### config.mk
export PLATFORM = sky130hd
export DESIGN_NAME = ppbb_ctrl
export DESIGN_NICKNAME = d
export VERILOG_FILES = /design/src/ppbb_pkg.sv /design/src/ppbb_ctrl.sv
export VERILOG_INCLUDE_DIRS = /design/src /design/src/src
export SDC_FILE = /design/constraint.sdc
export NUM_CORES = 1
export LEC_CHECK = 0
export ABC_AREA = 1
export BUFFER_PORTS_ARGS = -buffer_cell sky130_fd_sc_hd__buf_2
export CAP_MARGIN = 20
export CORE_MARGIN = 2
export CORE_UTILIZATION = 45
export DETAILED_ROUTE_END_ITERATION = 8
export PLACE_DENSITY = 0.71
export SLEW_MARGIN = 20
export SYNTH_ARGS = -nofsm -noshare
export SYNTH_HDL_FRONTEND = slang
export SYNTH_SLANG_ARGS = --single-unit
### constraint.sdc
create_clock -name clk_i -period 4.7 [get_ports clk_i]
set_input_delay 0.94 -clock clk_i [delete_from_list [all_inputs] [get_ports clk_i]]
set_output_delay 0.94 -clock clk_i [all_outputs]
set_load 0.1 [all_outputs]
### src/ping_pong_byte_buffer_assert.svh
// Assertion macros used by the ping-pong byte buffer RTL
`ifndef PING_PONG_BYTE_BUFFER_ASSERT_SVH
`define PING_PONG_BYTE_BUFFER_ASSERT_SVH

// Check prop on every rising edge of clk_i outside reset
`define PPBB_ASSERT(lbl, prop, msg) \
  lbl: assert property (@(posedge clk_i) disable iff (!rst_ni) (prop)) else $error(msg);

// Check that expr never holds on a rising edge of clk_i outside reset
`define PPBB_ASSERT_NEVER(lbl, expr, msg) \
  `PPBB_ASSERT(lbl, !(expr), msg)

`endif

### src/ppbb_pkg.sv
// Package with constants and types of the ping-pong byte buffer
`default_nettype none
package ppbb_pkg;

  localparam int DATA_WIDTH      = 8;
  localparam int CFG_WIDTH       = 15;
  localparam int BANK_SIZE_RESET = 16384;

  localparam logic CMD_WRITE = 1'b0;
  localparam logic CMD_READ  = 1'b1;

  typedef struct packed {
    logic we;
    logic re;
  } access_t;

endpackage
`default_nettype wire

### src/ppbb_ctrl.sv
// Bank select, position and fill counters, and size register of the buffer
`default_nettype none
module ppbb_ctrl #(
  parameter int BANK_DEPTH = 16384
) (
  input  wire logic                          clk_i,
  input  wire logic                          rst_ni,
  input  wire logic                          cfg_we_i,
  input  wire logic [ppbb_pkg::CFG_WIDTH-1:0] cfg_wdata_i,
  input  wire logic                          go_i,
  input  wire logic                          cmd_i,
  output ppbb_pkg::access_t                  access_o,
  output logic [$clog2(BANK_DEPTH):0]        addr_o
);
  import ppbb_pkg::*;

  localparam int PW = $clog2(BANK_DEPTH);
  localparam int SW = $clog2(BANK_DEPTH + 1);
  localparam int CW = (SW > CFG_WIDTH) ? SW : CFG_WIDTH;
  localparam int SIZE_RST_INT = (BANK_DEPTH < BANK_SIZE_RESET) ? BANK_DEPTH : BANK_SIZE_RESET;
  localparam logic [SW-1:0] SIZE_RST = SW'(SIZE_RST_INT);

  logic [SW-1:0] size_q;
  logic          rb_q, rb_d;
  logic [PW-1:0] rpos_q, rpos_d;
  logic [PW-1:0] wpos_q, wpos_d;
  logic [SW-1:0] rfill_q, rfill_d;
  logic [SW-1:0] wfill_q, wfill_d;

  function automatic logic [SW-1:0] clamp_size(input logic [CFG_WIDTH-1:0] v);
    logic [CW-1:0] ext;
    ext = CW'(v);
    if (ext == '0) begin
      return SW'(1);
    end else if (ext > CW'(BANK_DEPTH)) begin
      return SW'(BANK_DEPTH);
    end
    return SW'(ext);
  endfunction

  function automatic logic [PW-1:0] advance(input logic [PW-1:0] p, input logic [SW-1:0] s);
    logic [PW:0] n;
    n = (PW+1)'(p) + (PW+1)'(1);
    return (n >= (PW+1)'(s)) ? '0 : n[PW-1:0];
  endfunction

  always_comb begin
    rb_d     = rb_q;
    rpos_d   = rpos_q;
    wpos_d   = wpos_q;
    rfill_d  = rfill_q;
    wfill_d  = wfill_q;
    access_o = '0;
    addr_o   = '0;
    if (go_i) begin
      if (cmd_i == CMD_WRITE) begin
        if (wfill_q < size_q) begin
          access_o.we = 1'b1;
          addr_o      = {~rb_q, wpos_q};
          wpos_d      = advance(wpos_q, size_q);
          wfill_d     = wfill_q + SW'(1);
        end
      end else begin
        // swap first when the read bank is empty
        if (rfill_d == '0) begin
          rb_d    = ~rb_d;
          rpos_d  = '0;
          rfill_d = wfill_d;
          wpos_d  = '0;
          wfill_d = '0;
        end
        if (rfill_d != '0) begin
          access_o.re = 1'b1;
          addr_o      = {rb_d, rpos_d};
          rpos_d      = advance(rpos_d, size_q);
          rfill_d     = rfill_d - SW'(1);
          // swap as soon as the read bank runs dry
          if (rfill_d == '0) begin
            rb_d    = ~rb_d;
            rpos_d  = '0;
            rfill_d = wfill_d;
            wpos_d  = '0;
            wfill_d = '0;
          end
        end
      end
    end
  end

  always_ff @(posedge clk_i or negedge rst_ni) begin
    if (!rst_ni) begin
      size_q  <= SIZE_RST;
      rb_q    <= 1'b0;
      rpos_q  <= '0;
      wpos_q  <= '0;
      rfill_q <= '0;
      wfill_q <= '0;
    end else begin
      if (cfg_we_i) begin
        size_q <= clamp_size(cfg_wdata_i);
      end
      rb_q    <= rb_d;
      rpos_q  <= rpos_d;
      wpos_q  <= wpos_d;
      rfill_q <= rfill_d;
      wfill_q <= wfill_d;
    end
  end

  `include "ping_pong_byte_buffer_assert.svh"

  `PPBB_ASSERT_NEVER(a_we_re_excl, access_o.we && access_o.re, "write and read in one cycle")
  `PPBB_ASSERT(a_fill_bound, (rfill_q <= SW'(BANK_DEPTH)) && (wfill_q <= SW'(BANK_DEPTH)), "fill count beyond bank depth")
  `PPBB_ASSERT(a_refused_hold, (go_i && cmd_i == CMD_WRITE && !access_o.we) |=> ($stable(wfill_q) && $stable(wpos_q)), "refused write changed write side")
  `PPBB_ASSERT(a_read_leaves_data, (go_i && cmd_i == CMD_READ) |=> (rfill_q != '0 || wfill_q == '0), "read left empty read bank with data pending")

endmodule
`default_nettype wire
==> flow_summary.json, run 1 <==
{
  "status": "finished clean",
  "die_w_um": 126,
  "dr.pass1.iters": 5,
  "total_power_mw": 4.31,
  "die_area_um2": 16000,
  "cts_buffers": 9,
  "cts.path.max_buffers": 2,
  "grt_max_degree": 75,
  "max_clock_freq_ghz": 0.242,
  "worstSkewPairLatency_ps": 360,
  "core-area_um2": 14600,
  "whs_ps": 506,
  "wl_per_cell_um": 16.1,
  "design_area_um2": 7600,
  "antenna_found_initial": 0,
  "fin_cells": 1274,
  "avgSynthCellArea_um2": 6.34,
  "ys_types": 39,
  "min_period_ps": 4140,
  "drc": 0,
  "dpl_cell_area_um2": 7290,
  "syn_nets": 1133,
  "cp.arrival_ps": 3200,
  "synthCells": 1064,
  "ant_nets": 0,
  "critPathRequiredTime_ps": 3760,
  "setup_viol_count_final": 0,
  "regArea_um2": 1850,
  "dp_cells": 1258,
  "path_max_fanout": 18,
  "place.port_buffers": 36,
  "layout_common_cells": "246 x nand2_1, 156 x nor2_1, 140 x inv_1",
  "synth_edf_count": 0,
  "relSlewSlack_pct": 35.9,
  "slowest_stage": "dfrtp_1",
  "cts_max_level": 3,
  "drtIter0Drc": 741,
  "boundaryPins": 37,
  "hold_class": "reg2reg",
  "fin_setup_tns_ps": 0,
  "cts_resized": 0,
  "pre_cts_ws_ps": 773,
  "final_util_pct": 52.1,
  "yosysSeqAreaShare_pct": 27.5,
  "final_common_cell": "nand2_1",
  "fin_crit_sh_pct": 88.1,
  "syn2layout_area_growth_pct": 12.6,
  "synth_area_um2": 6750,
  "synth_seq_cells": 74,
  "grt_pass1_wl_um": 33400,
  "end_kind": "output pin",
  "tightest_slew_ps": 962,
  "dr_total_vias": 7053,
  "yosys.area.top_type_share_pct": 27.1,
  "synth_area_leaders": "dfrtp_1 27%, nand2_1 14%, ha_1 9.1%",
  "cap_violations": 0,
  "setup.worst_path.class": "reg2out",
  "setup_slack_ps": 561,
  "multi_input_area_um2": 4140,
  "start_util_pct": 46.3,
  "cts_tree": "done",
  "synth_area_leader_cell": "dfrtp_1",
  "synth_ff_type": "dfrtp_1",
  "hold_buffers": 0,
  "hold_viol": 0,
  "clock_skew_ps": 12.2,
  "cts.sink_count": 74,
  "leakage_nw": 3.94,
  "powerDensity_nw_per_um2": 567,
  "r2r_setup_slack_ps": 690,
  "gr-total-overflow": 0,
  "hpwl_um": 15100,
  "clockRootBuffer": "clkbuf_16",
  "synthArstFlopShare_pct": 100,
  "rsz0062_at_grt": "false",
  "via_per_inst": 5.54,
  "drive_gt1_share_pct": 8.53,
  "ir_worst_vdd_v": 0.000264,
  "gp_congestion": 0.940,
  "grt_pass1_vias": 6418,
  "n_antenna_cell": 0,
  "clk_pin_slew_worst_paths_ps": 60,
  "setup.worst_path.start_class": "flip-flop",
  "slew_violations": 0,
  "fill_cells": 1433,
  "grtUsageTotal_pct": 26.2,
  "post-cts-setup-buffers": 0,
  "rows": 44,
  "fin_nets": 1154,
  "routed_wl_um": 20500,
  "ys_warn_count": 0,
  "path_cells": "nor2_1, nand2_1, nor2_4, nand2_2, buf_4, o21ai_0, inv_1, nand3_1, nor2_1, nand2_2, inv_1, nor2_1, inv_1, o22ai_1, buf_12",
  "max_stage_delay_ps": 410,
  "chipHeight_um": 126
}
-- metal layers --
metal	up-vias	GRT usage, %	part of all wire, %
met5	-	0	0
met4	0	10.5	2.6
met3	40	4.43	7.9
met2	301	39.2	44
met1	3211	37.7	45
li1	3501	-	-
-- critical path: cells and delay by family, from the launching register on --
| family | cells | cell delay (ps) |
|---|---|---|
| flip-flops | 1 | 410 |
| AND/OR/NAND/NOR | 8 | 880 |
| buffers and inverters | 5 | 940 |
| AO/OA/AOI/OAI | 2 | 610 |
-- area by class of cell --
| class | count | area share (%) |
|---|---|---|
| clock buffer | 9 | 2.96 |
| multi-input combinational | 805 | 54.4 |
| timing repair buffer | 49 | 6.85 |
| tap | 184 | 3.03 |
| sequential | 74 | 24.4 |
| inverter | 146 | 7.21 |
| clock inverter | 7 | 1.12 |
-- cells by family after synthesis --
kind of cell | share of synthesized area [%]
DFF | 27.5
xor gates and xnor gates | 2.21
and+or+nand+nor | 36.2
adders and majority gates | 9.08
AOI/OAI and AO/OA | 13.8
buffers and inverters | 11.3
-- power by group --
part / switching, mW / leakage [nW] / internal (mW) / total, mW
clock: 0.317 / 0.153 / 0.422 / 0.738
combinational: 1.65 / 2.90 / 0.838 / 2.49
sequential: 0.238 / 0.884 / 0.844 / 1.08
total: 2.21 / 3.94 / 2.10 / 4.31
-- cell usage after synthesis (2+ instances only) --
| cell | n |
|---|---|
| nor4_1 | 8 |
| clkinv_1 | 2 |
| dfrtp_1 | 73 |
| o21ai_0 | 53 |
| clkbuf_1 | 21 |
| nand4_1 | 18 |
| a22oi_1 | 4 |
| nand2_1 | 246 |
| nand3_2 | 3 |
| a21oi_1 | 90 |
| buf_1 | 2 |
| ha_1 | 49 |
| o21ai_1 | 8 |
| o22ai_1 | 14 |
| nor2_4 | 4 |
| nor2_2 | 5 |
| xor2_1 | 17 |
| inv_2 | 4 |
| o31ai_1 | 3 |
| buf_2 | 8 |
| nor2_1 | 156 |
| nand2_2 | 7 |
| nand3_1 | 90 |
| inv_1 | 140 |
| buf_6 | 7 |
| nor3_1 | 19 |
-- final timing paths --
kind | startpoint | to | depth (start not counted)
worst max-delay path | rfill_q[4] | addr_o[14] | 15
worst min-delay path | rfill_q[1] | rfill_q[1] | 2
worst max register to register | rfill_q[8] | rpos_q[9] | 24
worst min register to register | rfill_q[1] | rfill_q[1] | 2
max in group asynchronous | rst_ni | wfill_q[11] | 1
min in group asynchronous | rst_ni | size_q[3] | 1
-- registers in the layout, indices dropped and copies added, names as in the netlist --
| register | cells |
|---|---|
| size_q | 15 |
| wfill_q | 15 |
| wpos_q | 14 |
| rpos_q | 14 |
| rfill_q | 15 |
| rb_q | 1 |
Power figures use the tool's default switching activity.
==> run 2: changes to the inputs <==
--- a/config.mk
+++ b/config.mk
@@ -9,10 +9,13 @@
 export ABC_AREA = 1
 export BUFFER_PORTS_ARGS = -buffer_cell sky130_fd_sc_hd__buf_2
 export CAP_MARGIN = 20
+export CELL_PAD_IN_SITES_DETAIL_PLACEMENT = 1
+export CELL_PAD_IN_SITES_GLOBAL_PLACEMENT = 2
 export CORE_MARGIN = 2
-export CORE_UTILIZATION = 45
+export CORE_UTILIZATION = 34
 export DETAILED_ROUTE_END_ITERATION = 8
-export PLACE_DENSITY = 0.71
+export MAX_ROUTING_LAYER = met4
+export PLACE_DENSITY = 0.89
 export SLEW_MARGIN = 20
 export SYNTH_ARGS = -nofsm -noshare
 export SYNTH_HDL_FRONTEND = slang
==> run 2 against run 1 <==
Effect of this change: clock-buffer cell count unchanged; setup slack worse by 220 ps; clock skew is 4.9 ps higher; highest routed layer unchanged; sequential share of layout area fell by 0.32 points; critical endpoint unchanged; critical path type unchanged; sequential cell count stayed put; via count barely moved; die area rose by 31%; utilization down 13 points; global-route usage is 1.1 points lower.
==> flow_summary.json, run 2 (synthesis gave the netlist of run 1 again) <==
{
  "p_switching_mw": 2.31,
  "routed_wl_um": 24400,
  "hold_buffers": 0,
  "via_per_inst": 5.20,
  "place.port_buffers": 36,
  "tightest_slew_ps": 971,
  "post-cts-setup-buffers": 0,
  "cts.sink_count": 74,
  "grt.busiest_layer": "met2",
  "dr.pass1.iters": 5,
  "drive_gt1_share_pct": 8.62,
  "rsz0062_at_grt": "false",
  "p_int_mw": 2.10,
  "core-area_um2": 19500,
  "layout_common_cells": "246 x nand2_1, 156 x nor2_1, 140 x inv_1",
  "fin_cells": 1355,
  "grt_max_degree": 75,
  "worstSkewPairLatency_ps": 370,
  "whs_ps": 516,
  "path_max_fanout": 18,
  "hold_class": "reg2reg",
  "cts_resized": 0,
  "min_period_ps": 4360,
  "cts.path.max_buffers": 2,
  "die_area_um2": 21000,
  "grt.met2_usage_pct": 39.7,
  "grt_pass1_vias": 7106,
  "hpwl_um": 18500,
  "relSlewSlack_pct": 35.2,
  "cts_tree": "done",
  "powerDensity_nw_per_um2": 573,
  "comb_power_share_pct": 58.3,
  "r2r_setup_slack_ps": 540,
  "reg_top3": "rfill_q: 15 flops, size_q: 15 flops, wfill_q: 15 flops",
  "gr-total-overflow": 0,
  "antenna_found_initial": 0,
  "clockRootBuffer": "clkbuf_16",
  "wl_per_cell_um": 18.0,
  "dr_total_vias": 7047,
  "syn2layout_area_growth_pct": 14.1,
  "fin_crit_sh_pct": 92.8,
  "clk_pin_slew_worst_paths_ps": 70,
  "fin_setup_tns_ps": 0,
  "p_seq_share_pct": 24.7,
  "drtIter0Drc": 478,
  "switching_share_pct": 52.3,
  "boundaryPins": 37,
  "clkPwrFrac_pct": 17.0,
  "end_kind": "output pin",
  "critPathRequiredTime_ps": 3760,
  "clock_skew_ps": 17.1,
  "setup_viol_count_final": 0,
  "drc": 0,
  "grtUsageMet1_pct": 34.7,
  "cap_violations": 0,
  "ir_worst_vdd_v": 0.000236,
  "die_w_um": 145,
  "chipHeight_um": 145,
  "grtUsageTotal_pct": 25.1,
  "slew_violations": 0,
  "fill_cells": 2567,
  "ant_nets": 0,
  "leakage_nw": 3.94,
  "grt_pass1_wl_um": 39300,
  "fin_nets": 1154,
  "status": "finished clean",
  "cp.arrival_ps": 3420,
  "setup.worst_path.class": "reg2out",
  "dp_cells": 1339,
  "hold_viol": 0,
  "final_common_cell": "nand2_1",
  "setup.worst_path.start_class": "flip-flop",
  "start_util_pct": 34.7,
  "n_antenna_cell": 0,
  "cts_buffers": 9,
  "use_met3_pct": 2.24,
  "gp_congestion": 0.881,
  "cts_max_level": 3,
  "max_clock_freq_ghz": 0.229,
  "rows": 51
}
[run 2: cell counts in the layout (fill, tap and decap cells not counted)]
Identical to the previous run, type by type.
[run 2: worst max-delay path: stages (launching register included)]
cell     delay (ps)
dfrtp_1         400
nor2_1          120
nand2_1         110
nor2_4          110
nand2_2         250
buf_4           270
nand2_1          60
nand2_1         160
ha_1            250
nand3_1          80
nor2_1           50
nand2_2          60
inv_1            80
nor2_1          160
inv_1           250
o22ai_1         420
buf_12          230
[run 2: power groups by stage]
stage	Sequential, mW	Combinational [mW]	Clock (mW)
global placement	1.08	2.49	0
detailed placement	1.10	2.53	0
CTS	1.08	2.56	0.752
floorplan	1.01	1.83	0
global route	1.12	2.90	0.775
finish	1.09	2.57	0.748
[run 2: final cells by class]
class / instances / area [um^2] / area share [%]
Clock buffer: 9 / 225 / 2.93
Inverter: 146 / 548 / 7.12
Tap cell: 265 / 332 / 4.31
Multi-Input combinational cell: 805 / 4140 / 53.8
Clock inverter: 7 / 75.1 / 0.975
Sequential cell: 74 / 1850 / 24.1
Timing Repair Buffer: 49 / 524 / 6.81
[run 2: worst paths after layout]
kind	depth (start not counted)	startpoint	endpoint
setup / recovery	16	rfill_q[0]	addr_o[14]
hold / removal	2	rfill_q[14]	rfill_q[14]
setup reg to reg	24	rfill_q[8]	rpos_q[3]
hold reg to reg	2	rfill_q[14]	rfill_q[14]
max in group asynchronous	1	rst_ni	wfill_q[10]
min in group asynchronous	1	rst_ni	size_q[0]
[run 2: through the flow]
stage | instance area, um^2 | worst slack (ps) | utilization (%) | power [mW]
6_report | 7700 | 337 | 39.6 | 4.41
5_1_grt | 7700 | 2.34 | 39.6 | 4.79
4_1_cts | 7690 | 329 | 39.5 | 4.40
3_5_place_dp | 7390 | 465 | 38.0 | 3.63
3_3_place_gp | 7390 | 677 | 38.0 | 3.57
2_1_floorplan | 6750 | 66.2 | - | 2.85
[run 2: layer usage]
| metal | up-vias | wire length [um] |
|---|---|---|
| met5 | - | 0 |
| met4 | 0 | 361 |
| li1 | 3503 | - |
| met2 | 87 | 11300 |
| met3 | 19 | 617 |
| met1 | 3438 | 12100 |
